===== config.mk =====
export PLATFORM = sky130hd
export DESIGN_NAME = tilt_orientation_debouncer
export DESIGN_NICKNAME = d
export VERILOG_FILES = /design/src/rtl/tod_pkg.sv /design/src/rtl/tilt_orientation_debouncer.sv
export SDC_FILE = /design/constraint.sdc
export NUM_CORES = 1
export LEC_CHECK = 0
export ABC_AREA = 1
export ABC_CLOCK_PERIOD_IN_PS = 5700
export BUFFER_PORTS_ARGS = -buffer_cell sky130_fd_sc_hd__buf_2
export CAP_MARGIN = 20
export CORE_UTILIZATION = 64
export DETAILED_ROUTE_END_ITERATION = 6
export PLACE_DENSITY = 0.86
export SKIP_CTS_REPAIR_TIMING = 1
export SLEW_MARGIN = 20
export SYNTH_ARGS = -nofsm -noshare
export SYNTH_HDL_FRONTEND = slang
export SYNTH_SLANG_ARGS = --single-unit

===== constraint.sdc =====
create_clock -name clock -period 5.7 [get_ports clock]
set_input_delay 0.855 -clock clock [delete_from_list [all_inputs] [get_ports clock]]
set_output_delay 0.855 -clock clock [all_outputs]
set_load 0.1 [all_outputs]

===== src/rtl/tod_pkg.sv =====
// ----------------------------------------------------------------------------
// tod_pkg
// Shared types and codes for the tilt orientation debouncer: transaction
// payloads, orientation codes and register indexes.
// ----------------------------------------------------------------------------
package tod_pkg;

   // field widths
   localparam int unsigned AccelWidth  = 16;
   localparam int unsigned MagWidth    = 15;
   localparam int unsigned CountWidth  = 8;
   localparam int unsigned CsrIdxWidth = 1;
   localparam int unsigned CsrDatWidth = 15;

   // orientation codes
   localparam logic [1:0] ORIENT_UPRIGHT  = 2'd0;
   localparam logic [1:0] ORIENT_INVERTED = 2'd1;
   localparam logic [1:0] ORIENT_RIGHT    = 2'd2;
   localparam logic [1:0] ORIENT_LEFT     = 2'd3;

   // candidate code for "no candidate yet"
   localparam logic [2:0] CAND_NONE = 3'd4;

   // register indexes
   localparam logic [CsrIdxWidth-1:0] CSR_TILT_THRESHOLD = 1'b0;
   localparam logic [CsrIdxWidth-1:0] CSR_DEBOUNCE_LIMIT = 1'b1;

   // register reset values
   localparam logic [MagWidth-1:0]   THRESHOLD_RESET = 15'd2500;
   localparam logic [CountWidth-1:0] LIMIT_RESET     = 8'd3;
   localparam logic [CountWidth-1:0] COUNT_MAX       = 8'd255;

   // input transaction
   typedef struct packed {
      logic signed [AccelWidth-1:0] accel_x;
      logic signed [AccelWidth-1:0] accel_y;
   } req_type;

   // result transaction
   typedef struct packed {
      logic [1:0] orientation;
      logic       switched;
   } rsp_type;

   // saturating magnitude of a signed sample
   function automatic logic [MagWidth-1:0] magnitude(input logic [AccelWidth-1:0] v);
      logic [AccelWidth-1:0] neg;
      begin
         neg = ~v + 1'b1;
         if (!v[AccelWidth-1]) begin
            magnitude = v[MagWidth-1:0];
         end else if (neg[AccelWidth-1]) begin
            magnitude = {MagWidth{1'b1}};
         end else begin
            magnitude = neg[MagWidth-1:0];
         end
      end
   endfunction

endpackage


===== src/rtl/tilt_orientation_debouncer.sv =====
// ----------------------------------------------------------------------------
// tilt_orientation_debouncer
// Classifies accelerometer samples into an orientation and commits a new
// orientation only after it has been seen for a number of further samples.
// ----------------------------------------------------------------------------
//
//   channel  | ports                          | direction | moves
//   ---------+--------------------------------+-----------+-------------------
//   request  | req_valid, req_stall, req_data | in        | one X/Y sample
//   response | rsp_valid, rsp_stall, rsp_data | out       | orientation, flag
//   csr      | csr_we, csr_index, csr_wdata   | in        | register write
//
// One sample is accepted per cycle while the request side is not stalled; its
// result passes through the input register, then classify and state update
// into the result register, which drives the response port.
// The orientation state is fed back from its own registers, which sets the one-per-cycle rate.
// Reset is synchronous and returns orientation to upright with no candidate.
// A stalled response holds the result register and, once it holds a sample, the
// input register; the request side is stalled only while both are full.
//
module tilt_orientation_debouncer (
   input  logic                                 clock,
   input  logic                                 reset,
   input  logic                                 req_valid,
   output logic                                 req_stall,
   input  tod_pkg::req_type                     req_data,
   output logic                                 rsp_valid,
   input  logic                                 rsp_stall,
   output tod_pkg::rsp_type                     rsp_data,
   input  logic                                 csr_we,
   input  logic [tod_pkg::CsrIdxWidth-1:0]      csr_index,
   input  logic [tod_pkg::CsrDatWidth-1:0]      csr_wdata
);
   import tod_pkg::*;

   // configuration registers
   logic [MagWidth-1:0]   threshold_ff;
   logic [CountWidth-1:0] limit_ff;

   // pipeline registers
   logic    in_valid_ff;
   req_type in_ff;
   logic    out_valid_ff;
   rsp_type out_ff;

   // orientation state
   logic [1:0]            cur_ff, cur_in;
   logic [2:0]            cand_ff, cand_in;
   logic [CountWidth-1:0] count_ff, count_in;
   logic                  switched_in;

   // datapath
   logic                  out_free;
   logic                  in_move;
   logic [MagWidth-1:0]   mag_x, mag_y;
   logic                  x_pos, y_pos;
   logic [1:0]            raw;
   logic [CountWidth-1:0] count_inc;

   // handshake
   assign out_free  = !out_valid_ff || !rsp_stall;
   assign in_move   = in_valid_ff && out_free;
   assign req_stall = in_valid_ff && !out_free;
   assign rsp_valid = out_valid_ff;
   assign rsp_data  = out_ff;

   // register writes
   always_ff @(posedge clock) begin
      if (reset) begin
         threshold_ff <= THRESHOLD_RESET;
         limit_ff     <= LIMIT_RESET;
      end else if (csr_we) begin
         case (csr_index)
            CSR_TILT_THRESHOLD: threshold_ff <= csr_wdata[MagWidth-1:0];
            CSR_DEBOUNCE_LIMIT: limit_ff     <= csr_wdata[CountWidth-1:0];
            default: ;
         endcase
      end
   end

   // raw orientation from the dominant axis
   always_comb begin
      mag_x = magnitude(in_ff.accel_x);
      mag_y = magnitude(in_ff.accel_y);
      x_pos = (in_ff.accel_x != '0) && !in_ff.accel_x[AccelWidth-1];
      y_pos = (in_ff.accel_y != '0) && !in_ff.accel_y[AccelWidth-1];
      raw   = cur_ff;
      if (mag_y > mag_x) begin
         if (mag_y > threshold_ff) begin
            raw = y_pos ? ORIENT_UPRIGHT : ORIENT_INVERTED;
         end
      end else if (mag_x > threshold_ff) begin
         raw = x_pos ? ORIENT_RIGHT : ORIENT_LEFT;
      end
   end

   // candidate tracking and commit
   always_comb begin
      cur_in      = cur_ff;
      cand_in     = cand_ff;
      count_in    = count_ff;
      switched_in = 1'b0;
      count_inc   = (count_ff == COUNT_MAX) ? count_ff : count_ff + 1'b1;
      if (raw != cur_ff) begin
         if ({1'b0, raw} == cand_ff) begin
            count_in = count_inc;
            if (count_inc >= limit_ff) begin
               cur_in      = raw;
               count_in    = '0;
               switched_in = 1'b1;
            end
         end else begin
            cand_in  = {1'b0, raw};
            count_in = '0;
         end
      end else begin
         count_in = '0;
      end
   end

   // input register
   always_ff @(posedge clock) begin
      if (reset) begin
         in_valid_ff <= 1'b0;
      end else if (!req_stall) begin
         in_valid_ff <= req_valid;
      end
      if (!req_stall && req_valid) begin
         in_ff <= req_data;
      end
   end

   // state and result register
   always_ff @(posedge clock) begin
      if (reset) begin
         out_valid_ff <= 1'b0;
         cur_ff       <= ORIENT_UPRIGHT;
         cand_ff      <= CAND_NONE;
         count_ff     <= '0;
      end else begin
         if (out_free) begin
            out_valid_ff <= in_valid_ff;
         end
         if (in_move) begin
            cur_ff   <= cur_in;
            cand_ff  <= cand_in;
            count_ff <= count_in;
         end
      end
      if (in_move) begin
         out_ff.orientation <= cur_in;
         out_ff.switched    <= switched_in;
      end
   end

   // a commit always changes the orientation
   assert property (@(posedge clock) disable iff (reset)
      (in_move && switched_in) |=> (cur_ff != $past(cur_ff)))
      else $error("commit without orientation change");

   // a commit clears the debounce count
   assert property (@(posedge clock) disable iff (reset)
      (in_move && switched_in) |=> (count_ff == '0))
      else $error("count not cleared on commit");

   // the no-candidate code is the only candidate value above the orientations
   assert property (@(posedge clock) disable iff (reset)
      cand_ff[2] |-> (cand_ff == CAND_NONE))
      else $error("bad candidate code");

   // a blocked sample stays in the input register
   assert property (@(posedge clock) disable iff (reset)
      (in_valid_ff && !out_free) |=> (in_valid_ff && $stable(in_ff)))
      else $error("blocked sample lost");

   // a result is published whenever the state advanced, with the committed orientation
   assert property (@(posedge clock) disable iff (reset)
      in_move |=> out_valid_ff && (out_ff.orientation == cur_ff))
      else $error("result does not match committed orientation");

endmodule


==> results_dict.tcl, run 1 <==
set metrics [dict create \
    startpoint_type "register" \
    max_cap_viol_count 0 \
    crit_slowest_cell "or2_1" \
    syn_area_per_cell_sq_um 7.37 \
    cpLargestDelayFamily "simple AND/OR/NAND/NOR gates" \
    drive_above_1_share_pct 12.4 \
    skew_ps 7.76 \
    dpl-instance-area_sq_mm 0.00544 \
    place_ws_ps 1510 \
    area_delta_synth_final_pct 10.4 \
    period_needed_ps 4310 \
    clockBufferDepth 2 \
    setup_viol 0 \
    fin_ws_ps 1390 \
    grt_pass1_vias 4365 \
    worstPathCellList "nor3_2 -> inv_1 -> nor3_2 -> nand4_1 -> nor3_2 -> nand4_1 -> or2_1 -> nand3_1 -> ha_1 -> nand2_1 -> inv_1 -> nand2_1 -> nand2_1 -> a21oi_1 -> nand2_1 -> o21ai_1 -> nand3_1 -> nand3_1 -> nand3b_1 -> nand2_1 -> inv_1 -> nand2_1 -> nand2_1 -> nor2_1" \
    first_pass_iters 5 \
    fin_nets 854 \
    critPathKind "reg2reg" \
    async_reset_ff_share_pct 0 \
    port_buffers 57 \
    h-tree-depth 3 \
    crit_fanout 13 \
    totalWireLength_um 11500 \
    p_per_area_mw_per_mm2 242 \
    syn_inst 691 \
    syn-num-nets 800 \
    root_buffer "clkbuf_8" \
    max_freq_mhz 232 \
    worst_pin_slew_ps 857 \
    p_leak_nw 2.86 \
    slowest_delay_ps 430 \
    finalNonFillerCells 852 \
    clock-sinks 73 \
    rsz0062_at_grt "false" \
    vdd_ir_drop_max_mv 0.156 \
    via_count 4691 \
    antenna_found_initial 0 \
    cp_common_cell "nand2_1" \
    holdWs_ps 478 \
    grt_pass1_wl_um 19100 \
    clock_latency_ps 350 \
    die_width_um 91.2 \
    overflow 0 \
    yosys_warnings 0 \
    n_antenna_cell 0 \
    cts_tree "built" \
    syn_area_sq_mm 0.00509 \
    avgViaCountPerCell 5.51 \
    final_area_sq_mm 0.00563 \
    slew-limit-headroom_pct 42.8 \
    crit_buf_inv 3 \
    wl_per_cell_um 13.5 \
    dieArea_sq_mm 0.00832 \
    drtIter0Drc 281 \
    n_fill_cell 613 \
    numPlacedInstances 836 \
    start_util_pct 65.9 \
    final_util_pct 72.8 \
    ys_seq_area_share_pct 35.6 \
    finalCritPeriodShare_pct 75.5 \
    cp-end-kind "register" \
    cts_buffers 9 \
    ys_types 38 \
    hold_path.class "reg2reg" \
    rows 32 \
    synth_edf_count 35 \
    path_clk_slew_ps 80 \
    drc 0 \
    fp.dieH_um 91.2 \
    critPathRequiredTime_ps 5980 \
    dpl.hpwl_um 9110 \
    status "completed" \
    place_congestion 0.956 \
    hold_viol 0 \
    grtUsageTotal_pct 28.8 \
    io_pins 58 \
    crit_arrival_ps 4590 \
    fp.coreArea_sq_mm 0.00773 \
    totalNegativeSetupSlack_ps 0 \
    synth_seq_cells 73 \
    ys.flop_type "dfxtp_1" \
    power.total_mw 1.36 \
    slew_viol_final 0 \
    grt_max_degree 35 \
    detail-route-antenna-nets 0 \
]
## Yosys cell counts, drive strengths merged (2+ instances only)
library cell    n  share of area [%]
a21o            2               0.29
a21oi          51                5.1
a22oi           2               0.29
a31oi           2               0.25
buf             4               0.64
clkbuf         11               0.81
dfxtp          38                 15
edfxtp         35                 21
ha             56                 14
inv           120                8.8
nand2         145                 11
nand3          54                5.5
nand3b          2               0.29
nand4          17                2.2
nor2           67                5.4
nor3           13                1.6
nor3b           2               0.29
o211ai          6               0.88
o21ai          39                3.8
or2             6               0.74
or3             2               0.25
xnor2           4               0.69
xor2            9                1.5
## worst register-to-register path: cells and delay by family (launching register included)
family | cells | cell delay [ps]
buf+inv | 3 | 200
flops | 1 | 410
fa+ha+maj | 1 | 270
compound gates | 2 | 380
simple gates | 18 | 2990
## path summary, 6_finish.rpt
path	to	from	cells after the start	slack [ps]
max	cand_ff[0]	in_ff[0]	24	1390
min reg2reg	limit_ff[7]	limit_ff[7]	2	480
min	limit_ff[7]	limit_ff[7]	2	480
max reg2reg	cand_ff[0]	in_ff[0]	24	1390
## registers in the layout, indices dropped and copies added, names as in the netlist
signal        cells
cur_ff            2
rsp_valid         1
in_valid_ff       1
rsp_data          3
cand_ff           3
count_ff          8
in_ff            32
threshold_ff     15
limit_ff          8
## where the power goes
part	switching (mW)	internal, mW
sequential	0.0222	0.586
clock	0.186	0.196
combinational	0.241	0.129
total	0.449	0.910
## per-layer routing
layer	GRT usage [%]	routed length (um)	vias up
li1	-	-	2377
met1	34.6	4980	2110
met2	51.8	5680	180
met3	4.19	574	24
met4	11.0	275	0
met5	0	0	-
## area by class of cell
| type | instances | area [sq um] | area share, % |
|---|---|---|---|
| clock buffer | 14 | 174 | 3.09 |
| clock inverter | 2 | 10.0 | 0.178 |
| tap | 102 | 128 | 2.27 |
| sequential | 73 | 1810 | 32.2 |
| multi-input combinational | 482 | 2760 | 49.0 |
| inverter | 121 | 454 | 8.07 |
| timing repair buffer | 58 | 293 | 5.20 |
## kinds of logic (layout without fill, tap and decap cells)
family,Yosys count,after routing,synth area share [%]
simple gates,309,309,27.1
buf+inv,136,195,10.4
compound gates,103,103,10.8
flops,73,73,35.6
fa+ha+maj,56,56,13.8
xor+xnor,13,13,2.23
mux,1,1,0.221
## layout by cell type, fill, tap and decap left out, types with 2 or more instances in the layout
cell	synthesis	layout
clkbuf_8	0	10
o21ai_0	37	37
nand3_2	2	2
a21o_1	2	2
nand4_1	16	16
nand3b_1	2	2
inv_2	2	3
dfxtp_1	38	38
xnor2_1	4	4
nand3_1	52	52
edfxtp_1	35	35
ha_1	56	56
nand2_1	144	144
o211ai_1	6	6
nor3_1	10	10
inv_1	118	117
or2_2	5	5
xor2_1	9	9
o21ai_1	2	2
a22oi_1	2	2
nor2_4	2	2
nor3_2	3	3
or3_1	2	2
a21oi_1	50	50
nor2_2	3	3
clkinv_2	0	2
buf_2	2	57
a31oi_1	2	2
nor3b_1	2	2
clkbuf_1	11	3
nor2_1	62	62
Note: power is estimated with default switching activity, not from simulation.
==> inputs of run 2 (changes only) <==
--- a/config.mk
+++ b/config.mk
@@ -6,12 +6,12 @@
 export NUM_CORES = 1
 export LEC_CHECK = 0
 export ABC_AREA = 1
-export ABC_CLOCK_PERIOD_IN_PS = 5700
+export ABC_CLOCK_PERIOD_IN_PS = 4100
 export BUFFER_PORTS_ARGS = -buffer_cell sky130_fd_sc_hd__buf_2
 export CAP_MARGIN = 20
-export CORE_UTILIZATION = 64
+export CORE_UTILIZATION = 60
 export DETAILED_ROUTE_END_ITERATION = 6
-export PLACE_DENSITY = 0.86
+export PLACE_DENSITY = 0.82
 export SKIP_CTS_REPAIR_TIMING = 1
 export SLEW_MARGIN = 20
 export SYNTH_ARGS = -nofsm -noshare
==> constraint.sdc (replaced) <==
create_clock -name clock -period 4.1 [get_ports clock]
set_input_delay 0.615 -clock clock [delete_from_list [all_inputs] [get_ports clock]]
set_output_delay 0.615 -clock clock [all_outputs]
set_load 0.1 [all_outputs]
==> run 2 against run 1 <==
Net effect:
- global-route usage fell by 1.5 points
- the run now ends with setup timing left
- highest routed layer unchanged
- critical path type unchanged
- largest cell class unchanged
- count of clock-buffer cells in the layout fell by 2
- die area rose by 6.5%
- combinational power rose by 82%
- total power rose by 49%
- largest power group unchanged
==> results_dict.tcl, run 2 (same netlist as run 1, synthesis figures left out) <==
set metrics [dict create \
    crit_arrival_ps 4360 \
    whs_path_depth 1 \
    dpl-instance-area_sq_mm 0.00546 \
    rr_endpoint "rsp_data[0]" \
    finalNonFillerCells 874 \
    slowest_delay_ps 440 \
    period_needed_ps 4250 \
    die_width_um 94.2 \
    drtIter0Drc 418 \
    avgViaCountPerCell 5.83 \
    rsz0062_at_grt "true" \
    max_freq_mhz 235 \
    port_buffers 57 \
    reg2regPathDepth 22 \
    final_common_cell "nand2_1" \
    top_regs "in_ff (32), threshold_ff (15)" \
    wl_per_cell_um 15.9 \
    detail-route-antenna-nets 0 \
    finalCritPeriodShare_pct 104 \
    final_area_sq_mm 0.00619 \
    vdd_ir_drop_max_mv 0.205 \
    place_congestion 0.900 \
    hold_path_end "in_ff[0]" \
    slew_viol_final 0 \
    numPlacedInstances 841 \
    dieArea_sq_mm 0.00886 \
    critPathKind "reg2reg" \
    clock-sinks 73 \
    dpl.hpwl_um 9130 \
    grt_pass1_vias 4352 \
    antenna_found_initial 0 \
    grt_pass1_wl_um 18800 \
    path_clk_slew_ps 80 \
    clockBufferDepth 2 \
    violations "setup timing" \
    hold_path.class "in2reg" \
    root_buffer "clkbuf_8" \
    crit_slowest_cell "edfxtp_1" \
    startpoint_type "register" \
    via_count 5092 \
    fin_ws_ps -151 \
    hold_viol 0 \
    worstHoldStart "req_data[0]" \
    critPathRequiredTime_ps 4210 \
    max_cap_viol_count 0 \
    drc 0 \
    clock_latency_ps 360 \
    drive_above_1_share_pct 23.7 \
    place_ws_ps -58.3 \
    skew_ps 13.2 \
    start_util_pct 62.0 \
    holdWs_ps 425 \
    first_pass_iters 5 \
    n_antenna_cell 0 \
    io_pins 58 \
    power.total_mw 2.02 \
    slew-limit-headroom_pct 39.0 \
    reg2reg_slack_ps -150 \
    cts_buffers 9 \
    cts_tree "built" \
    worst_pin_slew_ps 913 \
    status "finished, violations left" \
    grtUsageTotal_pct 27.3 \
    fp.dieH_um 94.2 \
    regMostFlops "in_ff" \
    grt_max_degree 35 \
    totalNegativeSetupSlack_ps -1590 \
    p_leak_nw 3.02 \
    rows 33 \
    final_util_pct 75.3 \
    p_per_area_mw_per_mm2 326 \
    largest_reg_flops 32 \
    crit_fanout 8 \
    h-tree-depth 3 \
    totalWireLength_um 13900 \
    final_cell_mix "nand2_1 (123), inv_1 (113), buf_2 (58)" \
    n_fill_cell 587 \
    overflow 0 \
    worstPathCellList "nor3_2 -> inv_2 -> nor3_4 -> nand4_1 -> nor3_4 -> nand4_1 -> or2_4 -> buf_8 -> nand3_4 -> ha_4 -> a21oi_1 -> nand2_1 -> a21oi_2 -> nand2_4 -> nand2_4 -> inv_1 -> nand3_2 -> nand2_1 -> nand3b_1 -> buf_6 -> nand2_2 -> nor2_1" \
    area_delta_synth_final_pct 21.5 \
    r2r-start "in_ff[2]" \
    cpLargestDelayFamily "simple AND/OR/NAND/NOR gates" \
    setup_viol 16 \
    fp.coreArea_sq_mm 0.00822 \
    crit_buf_inv 4 \
    cp-end-kind "register" \
    fin_nets 874 \
]
==> run 2: changes by cell type in the layout (fill, tap and decap cells not counted), moves of 9 or more <==
cell	change
nand3_1	-18
buf_4	+15
nand3_2	+13
ha_1	-10
ha_4	+9
nand2_1	-21
nand2_2	+15
==> run 2: layout make-up <==
| class | instances | area [sq um] | share of cell area (%) |
|---|---|---|---|
| Timing Repair inverter | 1 | 5.00 | 0.0809 |
| Clock inverter | 3 | 16.3 | 0.263 |
| Clock buffer | 12 | 145 | 2.35 |
| Multi-Input combinational cell | 483 | 3190 | 51.5 |
| Inverter | 121 | 454 | 7.34 |
| Sequential cell | 73 | 1810 | 29.3 |
| Timing Repair Buffer | 76 | 437 | 7.06 |
| Tap cell | 105 | 131 | 2.12 |
==> run 2: how the worst max path moves through the flow <==
stage,startpoint,to,slack (ps),depth (start not counted)
3_3_place_gp,in_ff[0],cand_ff[0],110,23
6_report,in_ff[2],rsp_data[0],-150,22
4_1_cts,in_ff[0],cand_ff[0],-120,25
5_1_grt,in_ff[2],rsp_data[0],-250,23
3_5_place_dp,in_ff[0],cand_ff[0],-60,25
2_1_floorplan,rsp_valid,in_ff[0],590,5
==> run 2: layer usage <==
metal | vias up | track usage [%] | share of wire, %
li1 | 2424 | - | -
met1 | 2325 | 31.9 | 40
met2 | 269 | 47.3 | 49
met3 | 74 | 5.74 | 6.8
met4 | 0 | 12.7 | 4.8
met5 | - | 0 | 0
==> run 2: where the power goes <==
| group | total (mW) | internal (mW) | switching (mW) | leakage, nW |
|---|---|---|---|---|
| clock network | 0.498 | 0.232 | 0.266 | 0.0865 |
| logic | 0.674 | 0.246 | 0.428 | 2.28 |
| registers | 0.848 | 0.815 | 0.0336 | 0.655 |
| total | 2.02 | 1.29 | 0.727 | 3.02 |
==> inputs of run 3 (changes only) <==
--- a/config.mk
+++ b/config.mk
@@ -9,9 +9,11 @@
 export ABC_CLOCK_PERIOD_IN_PS = 4100
 export BUFFER_PORTS_ARGS = -buffer_cell sky130_fd_sc_hd__buf_2
 export CAP_MARGIN = 20
-export CORE_UTILIZATION = 60
+export CORE_UTILIZATION = 61
+export CTS_BUF_LIST = sky130_fd_sc_hd__clkbuf_8
 export DETAILED_ROUTE_END_ITERATION = 6
-export PLACE_DENSITY = 0.82
+export GPL_ROUTABILITY_DRIVEN = 1
+export PLACE_DENSITY = 0.83
 export SKIP_CTS_REPAIR_TIMING = 1
 export SLEW_MARGIN = 20
 export SYNTH_ARGS = -nofsm -noshare
==> run 3 against run 2 <==
Net effect:
- the flow now finishes without violations
- setup slack improved by 300 ps
- wire length fell by 12%
- total power rose by 4.3%
- via count fell by 4.8%
- flip-flop and latch count did not move
- clock power rose by 39%
- register-to-register slack improved by 300 ps
- core utilization rose by 0.18 points
- critical endpoint is now cand_ff[1]
- highest routed layer unchanged
==> results_dict.tcl, run 3 (same netlist as run 1, synthesis figures left out) <==
set metrics [dict create \
    rows 32 \
    rr_endpoint "cand_ff[1]" \
    slew_viol_final 0 \
    vdd_ir_drop_max_mv 0.240 \
    crit_fanout 7 \
    crit_arrival_ps 4250 \
    drive_above_1_share_pct 18.2 \
    start_util_pct 64.6 \
    totalWireLength_um 12200 \
    r2r-start "in_ff[0]" \
    grt_max_degree 35 \
    p_per_area_mw_per_mm2 354 \
    root_buffer "clkbuf_8" \
    grt_pass1_vias 4388 \
    final_common_cell "nand2_1" \
    dpl.hpwl_um 9110 \
    hold_path.class "in2reg" \
    p_leak_nw 2.99 \
    grtUsageTotal_pct 28.5 \
    worstHoldStart "req_data[3]" \
    rsz0062_at_grt "true" \
    fp.dieH_um 93.4 \
    setup_viol 0 \
    finalNonFillerCells 864 \
    startpoint_type "register" \
    clockBufferDepth 2 \
    dieArea_sq_mm 0.00872 \
    status "completed" \
    largest_reg_flops 32 \
    critPathCapture "cand_ff[1]" \
    cts_buffers 9 \
    reg2regPathDepth 22 \
    via_count 4846 \
    cp-end-kind "register" \
    clock_latency_ps 360 \
    drc 0 \
    skew_ps 16.2 \
    drtIter0Drc 344 \
    slew-limit-headroom_pct 40.8 \
    overflow 0 \
    max_freq_mhz 253 \
    critPathRequiredTime_ps 4400 \
    fin_nets 866 \
    wl_per_cell_um 14.2 \
    finalCritPeriodShare_pct 96.4 \
    io_pins 58 \
    clock-sinks 73 \
    grt_pass1_wl_um 19300 \
    regMostFlops "in_ff" \
    n_antenna_cell 0 \
    port_buffers 57 \
    totalNegativeSetupSlack_ps 0 \
    whs_path_depth 1 \
    antenna_found_initial 0 \
    detail-route-antenna-nets 0 \
    place_congestion 0.948 \
    area_delta_synth_final_pct 16.9 \
    reg2reg_slack_ps 150 \
    max_cap_viol_count 0 \
    h-tree-depth 3 \
    die_width_um 93.4 \
    fp.coreArea_sq_mm 0.00789 \
    path_clk_slew_ps 90 \
    final_cell_mix "nand2_1 (141), inv_1 (116), nor2_1 (58)" \
    critPathKind "reg2reg" \
    avgViaCountPerCell 5.61 \
    first_pass_iters 6 \
    critPathLaunch "in_ff[0]" \
    worst_pin_slew_ps 887 \
    hold_viol 0 \
    top_regs "in_ff (32), threshold_ff (15)" \
    numPlacedInstances 838 \
    period_needed_ps 3950 \
    cts_tree "built" \
]
## run 3: cell count changes in the layout (fill, tap and decap cells not counted), moves of 4 or more
cell     previous run  this run
nand2_1           123       141
nand2_2            16         4
ha_1               46        56
ha_4                9         0
buf_4              16         8
nand2_4             6         0
nand3_1            34        40
nand3_4             5         0
inv_2               8         4
## run 3: how the worst min path moves through the flow
| stage | to |
|---|---|
| floorplan | limit_ff[2] |
| global placement | limit_ff[4] |
| detailed placement | limit_ff[4] |
| CTS | in_ff[5] |
| global route | in_ff[5] |
| finish | in_ff[3] |
## run 3: report_power, final
group          total (mW)  internal, mW  switching, mW
Clock               0.693         0.405          0.288
Sequential          0.847         0.814         0.0326
Combinational       0.568         0.208          0.360
## run 3: layer usage
layer | global-route usage (%) | part of all wire, %
met2 | 49.9 | 47
met1 | 35.1 | 43
met3 | 3.74 | 6.5
met5 | 0 | 0
met4 | 11.8 | 3.0
## run 3: worst max-delay path, cell delays in order (launching register included)
cell and delay (ps):
edfxtp_1 410, nor3_2 250, inv_2 80, nor3_4 160
nand4_1 210, nor3_4 210, nand4_1 220, or2_4 360
nand3_2 90, ha_1 250, a21o_1 170, nor2_1 140
nand2_1 80, nand2_1 130, nand2_1 100, o21ai_2 120
nand3_2 130, nand3_1 100, nand3b_1 190, buf_4 190
nand4_1 90, nand2_1 60, nor2_1 120
## run 3: cell type report
cell class                 count  area [sq um]
clock inverter                 7           120
timing repair inverter         1          5.00
fill                         557          1930
inverter                     121           458
tap                          102           128
multi-input combinational    483          2910
clock buffer                   9           124
sequential                    73          1810
timing repair buffer          68           395
## run 3: stage by stage
| step | hold WS, ps | instance area [sq um] | utilization (%) | worst slack (ps) | total power, mW |
|---|---|---|---|---|---|
| 3_3_place_gp | 456 | 5460 | 69.2 | 262 | 1.34 |
| 2_1_floorplan | 435 | 5090 | - | 592 | 1.24 |
| 5_1_grt | 408 | 5950 | 75.5 | -83.5 | 2.21 |
| 6_report | 419 | 5950 | 75.5 | 148 | 2.11 |
| 4_1_cts | 419 | 5700 | 72.3 | 4.13 | 2.06 |
| 3_5_place_dp | 462 | 5460 | 69.2 | 42.3 | 1.37 |
